`src/rtl/assert_macros.svh`:
```
// Assertion macros shared by the frame parser RTL.
// Included by files that carry concurrent assertions.
`ifndef ASSERT_MACROS_SVH
`define ASSERT_MACROS_SVH
// Implication checked on every clock edge outside reset.
`define ASSERT_IMPL(label, clk, rst_n, ante, cons) \
  label: assert property (@(posedge clk) disable iff (!rst_n) (ante) |-> (cons)) \
    else $error("assertion failed");
// Next-cycle implication.
`define ASSERT_NEXT(label, clk, rst_n, ante, cons) \
  label: assert property (@(posedge clk) disable iff (!rst_n) (ante) |=> (cons)) \
    else $error("assertion failed");
`endif

```
`src/rtl/mcfp_pkg.sv`:
```
// Shared types and constants for the motion-capture frame parser.
// No dependencies.
package mcfp_pkg;
  localparam logic [16:0] MAX_DGRAM = 17'd65507;
  localparam logic [16:0] SKIP_SAT  = 17'h1FFFF;
  localparam logic [15:0] SENDER_MIN = 16'd264;

  localparam logic [4:0] PH_HDR = 5'd0, PH_SENDER = 5'd1, PH_FRAME = 5'd2, PH_NSETS = 5'd3,
    PH_NAME = 5'd4, PH_NMARK = 5'd5, PH_SKIPSET = 5'd6, PH_NUNL = 5'd7, PH_SKIPUNL = 5'd8,
    PH_NRB = 5'd9, PH_ID = 5'd10, PH_POSE = 5'd11, PH_NRBM = 5'd12, PH_SKIPRBM = 5'd13,
    PH_ERR = 5'd14, PH_FLAGS = 5'd15, PH_DONE = 5'd16, PH_IGNORE = 5'd17;

  localparam logic [1:0] KIND_BODY = 2'd0, KIND_FRAME = 2'd1, KIND_SENDER = 2'd2,
    KIND_REJECT = 2'd3;
  localparam logic [1:0] MSG_NONE = 2'd0, MSG_FRAME = 2'd1, MSG_SENDER = 2'd2;
  localparam logic CFG_SENDER_ID = 1'b0, CFG_FRAME_ID = 1'b1;

  typedef struct packed {
    logic [1:0]  kind;
    logic [31:0] frame;
    logic [31:0] body_id;
    logic [31:0] px, py, pz, rx, ry, rz, rw;
    logic [31:0] track;
  } rec_t;

  // count * unit, saturated to the skip counter range
  function automatic logic [16:0] sat_skip(input logic [31:0] cnt, input logic is12);
    logic [35:0] v;
    begin
      v = is12 ? ({4'd0, cnt} * 36'd12) : ({4'd0, cnt} << 3);
      sat_skip = (v > {19'd0, SKIP_SAT}) ? SKIP_SAT : v[16:0];
    end
  endfunction
endpackage

```
`src/rtl/mcfp_out_buf.sv`:
```
// Two-entry output queue for result records; absorbs a body plus end record.
// Depends on mcfp_pkg, assert_macros.svh.
`include "assert_macros.svh"
module mcfp_out_buf import mcfp_pkg::*; (
  input  logic clk,
  input  logic rst_n,
  input  logic push0,
  input  rec_t rec0,
  input  logic push1,
  input  rec_t rec1,
  output logic room2,
  output logic out_valid,
  input  logic out_stall,
  output rec_t out_rec
);
  rec_t q_r [2];
  logic [1:0] cnt_r;
  logic pop;
  rec_t a, b;
  logic [1:0] npush;
  logic [1:0] cnt_nxt;

  assign pop = out_valid && !out_stall;
  assign out_valid = cnt_r != 2'd0;
  assign out_rec = q_r[0];
  assign room2 = (cnt_r == 2'd0) || ((cnt_r == 2'd1) && pop);
  assign npush = {1'b0, push0} + {1'b0, push1};
  assign a = push0 ? rec0 : rec1;
  assign b = rec1;
  assign cnt_nxt = cnt_r - {1'b0, pop} + npush;

  always_ff @(posedge clk) begin
    if (!rst_n) begin
      cnt_r <= 2'd0;
    end else begin
      cnt_r <= cnt_nxt;
    end
  end

  always_ff @(posedge clk) begin
    if (pop && cnt_r == 2'd2) begin
      q_r[0] <= q_r[1];
      if (npush != 2'd0) q_r[1] <= a;
    end else if (pop || cnt_r == 2'd0) begin
      // queue drains to empty on this edge; new records fill from slot 0
      if (npush != 2'd0) q_r[0] <= a;
      if (npush == 2'd2) q_r[1] <= b;
    end else if (cnt_r == 2'd1) begin
      if (npush != 2'd0) q_r[1] <= a;
    end
  end

  `ASSERT_IMPL(a_no_over, clk, rst_n, 1'b1, cnt_r != 2'd3)
  `ASSERT_IMPL(a_push_room, clk, rst_n, (npush == 2'd2), (cnt_r == 2'd0) || (cnt_r == 2'd1 && pop))
endmodule

```
`src/rtl/motion_capture_frame_parser_top.sv`:
```
// Motion-capture frame parser top: byte parser plus result queue.
// Depends on mcfp_pkg, mcfp_out_buf, assert_macros.svh.
// Latency: a result is offered the cycle after the byte that completes it is transferred, if the queue was empty.
// Throughput: one byte per cycle while the result queue has room for two records.
// Reset: synchronous active-low; clears parse state, id registers to 5/7, version to 2.7.
`include "assert_macros.svh"
module motion_capture_frame_parser_top import mcfp_pkg::*; (
  input  logic        clk,
  input  logic        rst_n,
  input  logic        in_valid,
  output logic        in_stall,
  input  logic [7:0]  in_data_byte,
  input  logic        in_datagram_end,
  output logic        out_valid,
  input  logic        out_stall,
  output logic [1:0]  out_record_kind,
  output logic [31:0] out_frame_number,
  output logic [31:0] out_body_id,
  output logic [31:0] out_pos_x,
  output logic [31:0] out_pos_y,
  output logic [31:0] out_pos_z,
  output logic [31:0] out_rot_x,
  output logic [31:0] out_rot_y,
  output logic [31:0] out_rot_z,
  output logic [31:0] out_rot_w,
  output logic [31:0] out_tracking_word,
  input  logic        cfg_valid,
  output logic        cfg_ready,
  input  logic        cfg_index,
  input  logic [15:0] cfg_data
);
  logic [15:0] sid_r, fid_r;
  logic [4:0]  ph_r, ph_nxt;
  logic [1:0]  fbi_r, fbi_nxt;
  logic [31:0] fs_r, fs_nxt;
  logic [1:0]  mk_r, mk_nxt;
  logic [15:0] dsz_r, dsz_nxt;
  logic [16:0] seen_r, seen_nxt;
  logic [16:0] skip_r, skip_nxt;
  logic [31:0] oc_r, oc_nxt;
  logic [2:0]  ic_r, ic_nxt;
  logic [31:0] bf_r [8];
  logic [31:0] cf_r, cf_nxt;
  logic [7:0]  vmaj_r, vmin_r;
  logic        fail_r, fail_nxt;

  logic room2, acc, push0, push1;
  rec_t rec0, rec1, orec;
  logic [7:0] b;
  logic [31:0] word;
  logic done4, done2, bodyw;
  logic [2:0] bw_idx;
  logic [31:0] bw_val;
  logic [16:0] p, cnt;
  logic ok;
  logic [31:0] oc_dec;
  logic [16:0] sk_dec;

  assign cfg_ready = 1'b1;
  assign in_stall = !room2;
  assign acc = in_valid && !in_stall;
  assign b = in_data_byte;

  // assembled little-endian word including this byte
  always_comb begin
    word = (fbi_r == 2'd0) ? 32'd0 : fs_r;
    word = word | ({24'd0, b} << {fbi_r, 3'b000});
  end
  assign done4 = fbi_r == 2'd3;
  assign done2 = fbi_r == 2'd1;
  assign oc_dec = oc_r - 32'd1;
  assign sk_dec = skip_r - 17'd1;

  always_comb begin
    ph_nxt = ph_r; fbi_nxt = fbi_r; fs_nxt = fs_r; mk_nxt = mk_r; dsz_nxt = dsz_r;
    seen_nxt = seen_r; skip_nxt = skip_r; oc_nxt = oc_r; ic_nxt = ic_r; cf_nxt = cf_r;
    fail_nxt = fail_r; push0 = 1'b0; push1 = 1'b0; bodyw = 1'b0; bw_idx = 3'd0;
    bw_val = 32'd0; p = seen_r - 17'd4; rec0 = '0; rec1 = '0; cnt = seen_r; ok = 1'b0;
    if (seen_r < MAX_DGRAM) begin
      seen_nxt = seen_r + 17'd1;
      cnt = seen_nxt;
      if (seen_r < 17'd4) begin
        if (seen_r[0] == 1'b0) fs_nxt = {24'd0, b};
        else if (seen_r[1] == 1'b0) begin
          if ({b, fs_r[7:0]} == sid_r) mk_nxt = MSG_SENDER;
          else if ({b, fs_r[7:0]} == fid_r) mk_nxt = MSG_FRAME;
          else begin mk_nxt = MSG_NONE; fail_nxt = 1'b1; end
        end else begin
          dsz_nxt = {b, fs_r[7:0]};
          fs_nxt = 32'd0; fbi_nxt = 2'd0;
          ph_nxt = (mk_r == MSG_SENDER) ? PH_SENDER : (mk_r == MSG_FRAME) ? PH_FRAME : PH_IGNORE;
        end
      end else if (p < {1'b0, dsz_r}) begin
        if (ph_r == PH_SENDER) begin
          if (p == 17'd260) begin bodyw = 1'b1; bw_idx = 3'd0; bw_val = {24'd0, b}; end
          else if (p == 17'd261) begin bodyw = 1'b1; bw_idx = 3'd1; bw_val = {24'd0, b}; end
        end else begin
          // word fields share the byte accumulator
          if (ph_r == PH_FRAME || ph_r == PH_NSETS || ph_r == PH_NMARK || ph_r == PH_NUNL ||
              ph_r == PH_NRB || ph_r == PH_ID || ph_r == PH_POSE || ph_r == PH_NRBM ||
              ph_r == PH_ERR) begin
            fs_nxt = word; fbi_nxt = done4 ? 2'd0 : fbi_r + 2'd1;
          end else if (ph_r == PH_FLAGS) begin
            fs_nxt = word; fbi_nxt = done2 ? 2'd0 : fbi_r + 2'd1;
          end
          unique case (ph_r)
            PH_FRAME: if (done4) begin cf_nxt = word; ph_nxt = PH_NSETS; end
            PH_NSETS: if (done4) begin
              oc_nxt = word; ph_nxt = (word == 32'd0) ? PH_NUNL : PH_NAME;
            end
            PH_NAME: if (b == 8'd0) ph_nxt = PH_NMARK;
            PH_NMARK: if (done4) begin
              skip_nxt = sat_skip(word, 1'b1);
              if (skip_nxt == 17'd0) begin
                oc_nxt = oc_dec; ph_nxt = (oc_dec == 32'd0) ? PH_NUNL : PH_NAME;
              end else ph_nxt = PH_SKIPSET;
            end
            PH_SKIPSET: begin
              skip_nxt = sk_dec;
              if (sk_dec == 17'd0) begin
                oc_nxt = oc_dec; ph_nxt = (oc_dec == 32'd0) ? PH_NUNL : PH_NAME;
              end
            end
            PH_NUNL: if (done4) begin
              skip_nxt = sat_skip(word, 1'b1);
              ph_nxt = (skip_nxt == 17'd0) ? PH_NRB : PH_SKIPUNL;
            end
            PH_SKIPUNL: begin skip_nxt = sk_dec; if (sk_dec == 17'd0) ph_nxt = PH_NRB; end
            PH_NRB: if (done4) begin
              oc_nxt = word; ph_nxt = (word == 32'd0) ? PH_DONE : PH_ID;
            end
            PH_ID: if (done4) begin
              bodyw = 1'b1; bw_idx = 3'd0; bw_val = word; ic_nxt = 3'd0; ph_nxt = PH_POSE;
            end
            PH_POSE: if (done4) begin
              bodyw = 1'b1; bw_idx = ic_r + 3'd1; bw_val = word; ic_nxt = ic_r + 3'd1;
              if (ic_r == 3'd6) ph_nxt = PH_NRBM;
            end
            PH_NRBM: if (done4) begin
              skip_nxt = sat_skip(word, 1'b0);
              ph_nxt = (skip_nxt == 17'd0) ? PH_ERR : PH_SKIPRBM;
            end
            PH_SKIPRBM: begin skip_nxt = sk_dec; if (sk_dec == 17'd0) ph_nxt = PH_ERR; end
            PH_ERR: if (done4) begin
              if (vmaj_r >= 8'd2 && vmin_r >= 8'd6) ph_nxt = PH_FLAGS;
              else begin push0 = 1'b1; rec0.track = word; end
            end
            PH_FLAGS: if (done2) begin
              push0 = 1'b1; rec0.track = word[0] ? 32'h3F800000 : 32'd0;
            end
            default: ;
          endcase
          if (push0) begin
            rec0.kind = KIND_BODY; rec0.frame = cf_r; rec0.body_id = bf_r[0];
            rec0.px = bf_r[1]; rec0.py = bf_r[2]; rec0.pz = bf_r[3]; rec0.rx = bf_r[4];
            rec0.ry = bf_r[5]; rec0.rz = bf_r[6]; rec0.rw = bw_idx == 3'd7 ? bw_val : bf_r[7];
            oc_nxt = oc_dec; ph_nxt = (oc_dec == 32'd0) ? PH_DONE : PH_ID;
          end
        end
      end
    end
    if (in_datagram_end) begin
      push1 = 1'b1;
      ok = !fail_nxt && cnt > 17'd4 && {1'b0, dsz_nxt} == cnt - 17'd4 &&
           ((mk_nxt == MSG_SENDER && dsz_nxt >= SENDER_MIN) ||
            (mk_nxt == MSG_FRAME && ph_nxt == PH_DONE));
      if (!ok) rec1.kind = KIND_REJECT;
      else if (mk_nxt == MSG_SENDER) rec1.kind = KIND_SENDER;
      else begin rec1.kind = KIND_FRAME; rec1.frame = cf_nxt; end
    end
  end

  always_ff @(posedge clk) begin
    if (!rst_n) begin
      sid_r <= 16'd5; fid_r <= 16'd7; vmaj_r <= 8'd2; vmin_r <= 8'd7; cf_r <= 32'd0;
      ph_r <= PH_HDR; fbi_r <= 2'd0; fs_r <= 32'd0; mk_r <= MSG_NONE; dsz_r <= 16'd0;
      seen_r <= 17'd0; skip_r <= 17'd0; oc_r <= 32'd0; ic_r <= 3'd0; fail_r <= 1'b0;
    end else begin
      if (cfg_valid && cfg_ready) begin
        if (cfg_index == CFG_SENDER_ID) sid_r <= cfg_data;
        else fid_r <= cfg_data;
      end
      if (acc) begin
        cf_r <= cf_nxt;
        if (in_datagram_end) begin
          if (ok && mk_nxt == MSG_SENDER) begin
            vmaj_r <= (bodyw && bw_idx == 3'd0) ? bw_val[7:0] : bf_r[0][7:0];
            vmin_r <= (bodyw && bw_idx == 3'd1) ? bw_val[7:0] : bf_r[1][7:0];
          end
          ph_r <= PH_HDR; fbi_r <= 2'd0; fs_r <= 32'd0; mk_r <= MSG_NONE; dsz_r <= 16'd0;
          seen_r <= 17'd0; skip_r <= 17'd0; oc_r <= 32'd0; ic_r <= 3'd0; fail_r <= 1'b0;
        end else begin
          ph_r <= ph_nxt; fbi_r <= fbi_nxt; fs_r <= fs_nxt; mk_r <= mk_nxt; dsz_r <= dsz_nxt;
          seen_r <= seen_nxt; skip_r <= skip_nxt; oc_r <= oc_nxt; ic_r <= ic_nxt;
          fail_r <= fail_nxt;
        end
      end
    end
  end

  always_ff @(posedge clk) begin
    if (acc && bodyw) bf_r[bw_idx] <= bw_val;
  end

  mcfp_out_buf u_buf (
    .clk(clk), .rst_n(rst_n),
    .push0(acc && push0), .rec0(rec0), .push1(acc && push1), .rec1(rec1),
    .room2(room2), .out_valid(out_valid), .out_stall(out_stall), .out_rec(orec)
  );

  assign out_record_kind = orec.kind;
  assign out_frame_number = orec.frame;
  assign out_body_id = orec.body_id;
  assign out_pos_x = orec.px;
  assign out_pos_y = orec.py;
  assign out_pos_z = orec.pz;
  assign out_rot_x = orec.rx;
  assign out_rot_y = orec.ry;
  assign out_rot_z = orec.rz;
  assign out_rot_w = orec.rw;
  assign out_tracking_word = orec.track;

  `ASSERT_IMPL(a_seen_cap, clk, rst_n, 1'b1, seen_r <= MAX_DGRAM)
  `ASSERT_NEXT(a_end_clears, clk, rst_n, acc && in_datagram_end, seen_r == 17'd0 && !fail_r)
  `ASSERT_IMPL(a_pose_idx, clk, rst_n, ph_r == PH_POSE, ic_r <= 3'd6)
endmodule
```
`config.mk`:
```
export PLATFORM = sky130hd
export DESIGN_NAME = motion_capture_frame_parser_top
export DESIGN_NICKNAME = d
export VERILOG_FILES = /design/src/rtl/mcfp_pkg.sv /design/src/rtl/mcfp_out_buf.sv /design/src/rtl/motion_capture_frame_parser_top.sv
export VERILOG_INCLUDE_DIRS = /design/src /design/src/rtl
export SDC_FILE = /design/constraint.sdc
export NUM_CORES = 2
export LEC_CHECK = 0
export ABC_AREA = 1
export ABC_CLOCK_PERIOD_IN_PS = 38100
export BUFFER_PORTS_ARGS = -buffer_cell sky130_fd_sc_hd__buf_2
export CORE_MARGIN = 2
export CORE_UTILIZATION = 54
export CTS_BUF_LIST = sky130_fd_sc_hd__clkbuf_8
export DETAILED_ROUTE_END_ITERATION = 8
export HOLD_SLACK_MARGIN = 0.08
export PLACE_DENSITY = 0.72
export SYNTH_ARGS = -nofsm -noshare
export SYNTH_HDL_FRONTEND = slang
export SYNTH_HIERARCHICAL = 1
export SYNTH_SLANG_ARGS = --single-unit
```
`constraint.sdc`:
```
create_clock -name clk -period 38.1 [get_ports clk]
set_clock_uncertainty 0.15 [all_clocks]
set_input_delay 3.81 -clock clk [delete_from_list [all_inputs] [get_ports clk]]
set_output_delay 3.81 -clock clk [all_outputs]
set_load 0.005 [all_outputs]
```
==> out/qor.yml <==
syn-mean-instance-area_sq_um: 7.85
antenna_found_initial: 10
maxSlewViolCount: 0
final_hold_viol_count: 0
vias: 53341
yosys.area_share.simple_pct: 31.5
via_per_inst: 5.28
drtAntennaViolNets: 0
setup_viol: 0
clk_latency_ns: 0.90
syn_area_sq_um: 60300
ir_drop_uv: 41.6
fin_hold_ws_ns: 0.305
comb_power_share_pct: 26.5
drc_errors: 0
power_leakage_nw: 33.3
drt_iter0_drc: 5418
r2r_start: "seen_r[2]"
yosys_most_used_dff: "edfxtp_1"
power.density_nw_per_um2: 51.6
cts_tree: "yes"
whs_path_depth: 2
fin_nets: 8585
worst_r2r_endpoint: "u_buf/q_r[0][281]"
regToRegSetupSlack_ns: 29.66
fmax_ghz: 0.109
synthToLayoutAreaGrowth_pct: 14.4
cp-end-kind: "register"
synth_cells: 7689
start_util_pct: 54.4
hp-start: "fail_r"
min_period_ns: 9.16
max_slew_margin_pct: 14.3
hpwl_um: 122000
crit_fanout: 134
share_seq_of_total_power_pct: 45.0
synth_edf_count: 900
async_flop_share_pct: 0
gp_congestion: 0.984
ctsRootBufferMaster: "clkbuf_8"
die-area_sq_um: 114000
die_x_um: 338
critPathKind: "input port to register"
synthAdderAreaFrac_pct: 1.92
drt_pass1_iterations: 6
wire_per_inst_um: 18.5
swShare_pct: 34.7
intPower_w: 0.00233
startpoint_type: "input port"
ys_ff_latch: 1107
synth_cell_types: 67
p_switching_w: 0.00123
fill_cells: 9908
cp_data_required_time_ns: 38.67
first_global_vias: 49131
port_buffers: 354
tns_ns: 0
drive_gt1_share_pct: 9.23
synth_mux_area_share_pct: 0
cap_violations: 0
io_pins: 356
reg2reg_depth: 25
synth.yosys.seq_area_share_pct: 51.7
path_clk_slew_ns: 0.06
placed_cells: 9762
ys_warn_count: 6
h-tree-depth: 4
clkPwrFrac_pct: 28.5
die_y_um: 338
grt-ovfl-total: 0
cts_buffer_depth: 3
synth_compound_area_share_pct: 5.68
routed_wirelength_um: 187000
cts_resized: 0
min_delay_worst_endpoint: "fail_r"
clock-sinks: 1107
layout_commonest_cell: "nand2_1"
synth_top_family_by_area: "simple AND/OR/NAND/NOR gates"
grt_pass1_wl_um: 287000
cts_made_buffers: 186
post_cts_buffers: 0
worstPathArrival_ns: 9.73
hold_path_class: "register to register"
grt.total_usage_pct: 32.1
grt_max_degree: 251
run_status: "complete, no violations"
final_cell_mix: "nand2_1 (3020), edfxtp_1 (900), nand3_1 (762)"
ctsHoldBuffers: 0
p_total_w: 0.00356
fin_crit_sh_pct: 24.0
tightest_slew_ns: 1.28
rsz0062_at_grt: "no"
rows: 122
core-area_sq_um: 111000
fin_cells: 10103
synthXorXnorAreaFrac_pct: 1.83
crit_start: "in_datagram_end"
power groups by stage:
stage | combinational, W | sequential, W | clock [W]
2_1_floorplan | 0.000582 | 0.00174 | 0
3_5_place_dp | 0.000929 | 0.00163 | 0
5_1_grt | 0.00104 | 0.00161 | 0.00108
6_report | 0.000944 | 0.00160 | 0.00102
3_3_place_gp | 0.000917 | 0.00163 | 0
4_1_cts | 0.000933 | 0.00160 | 0.00103
logic make-up (layout without fill, tap and decap cells):
group	Yosys count	count (layout)
XOR/XNOR	123	123
other	2	582
adder cells (fa/ha/maj)	92	92
flip-flops	1107	1107
buffers and inverters	1124	1470
AO/OA/AOI/OAI	572	572
AND/OR/NAND/NOR	4669	4669
per-stage QoR:
stage                     util (%)  worst slack [ns]  cell area [sq um]
after detailed placement      59.1             28.12              65500
after CTS                     62.3             29.06              69000
after global placement        59.1             28.18              65500
after global routing          62.3             28.55              69000
after floorplan                  -             10.29              62500
final                         62.3             28.94              69000
flip-flops by register name, indices dropped and copies added, names as in the netlist:
signal,flops
dsz_r,16
fs_r,32
u_buf/q_r,644
seen_r,17
oc_r,32
vmin_r,7
mk_r,2
fbi_r,2
fail_r,1
fid_r,16
bf_r,256
u_buf/cnt_r,2
ic_r,3
cf_r,32
ph_r,5
vmaj_r,7
skip_r,17
sid_r,16
synth_stat cells (all sizes together), types with 3 or more instances:
cell | count | area [sq um]
o211ai | 53 | 398
a22oi | 6 | 45.0
a221oi | 4 | 35.0
inv | 675 | 2530
o21a | 4 | 31.3
ha | 91 | 1140
xor2 | 100 | 902
edfxtp | 900 | 27000
clkinv | 7 | 26.3
nand3b | 15 | 113
nand4 | 55 | 372
xnor2 | 23 | 201
buf | 199 | 971
nand2 | 3026 | 11400
o21ai | 181 | 928
a21oi | 177 | 886
o2111ai | 7 | 61.3
dfxtp | 207 | 4140
and2 | 3 | 18.8
o22ai | 39 | 250
o221ai | 3 | 26.3
clkbuf | 243 | 912
nor4 | 18 | 113
nor3 | 90 | 482
nor3b | 4 | 30.0
nor2 | 682 | 2610
o32ai | 9 | 86.3
or2 | 5 | 33.8
a211oi | 75 | 563
nand3 | 768 | 3860
how the worst max path moves through the flow:
stage	to	slack, ns	cells past startpoint
6_report	u_buf/q_r[0][281]	28.94	13
5_1_grt	u_buf/q_r[0][96]	28.55	13
4_1_cts	u_buf/q_r[0][104]	29.06	13
3_5_place_dp	u_buf/q_r[0][104]	28.12	13
3_3_place_gp	u_buf/q_r[0][104]	28.18	13
2_1_floorplan	u_buf/q_r[0][0]	10.29	1
cell type report:
class	count	area, sq um	share of cell area (%)
flip-flops and latches	1107	31200	45.2
multi-input cells	6035	27300	39.6
clock buffers	199	2740	3.97
repair buffers	450	2620	3.79
inverters	682	2570	3.72
well taps	1488	1860	2.70
clock inverters	139	751	1.09
diodes	3	7.51	0.0109
layer usage:
metal  wire length [um]  GRT usage (%)
met5                  9              0
met4              10300           16.6
met3              14300           4.46
met2              85700           50.7
met1              77000           43.2
worst max-delay path, stage by stage:
cell,delay [ns]
buf_2,0.48
inv_1,0.08
buf_4,0.28
nor2_1,0.71
inv_1,0.10
ha_1,0.21
inv_1,0.13
nand3_4,0.75
nand2_8,1.09
buf_4,0.72
buf_4,0.91
nand2_1,0.11
nand2_1,0.14
Note: power is estimated with default switching activity, not from simulation.
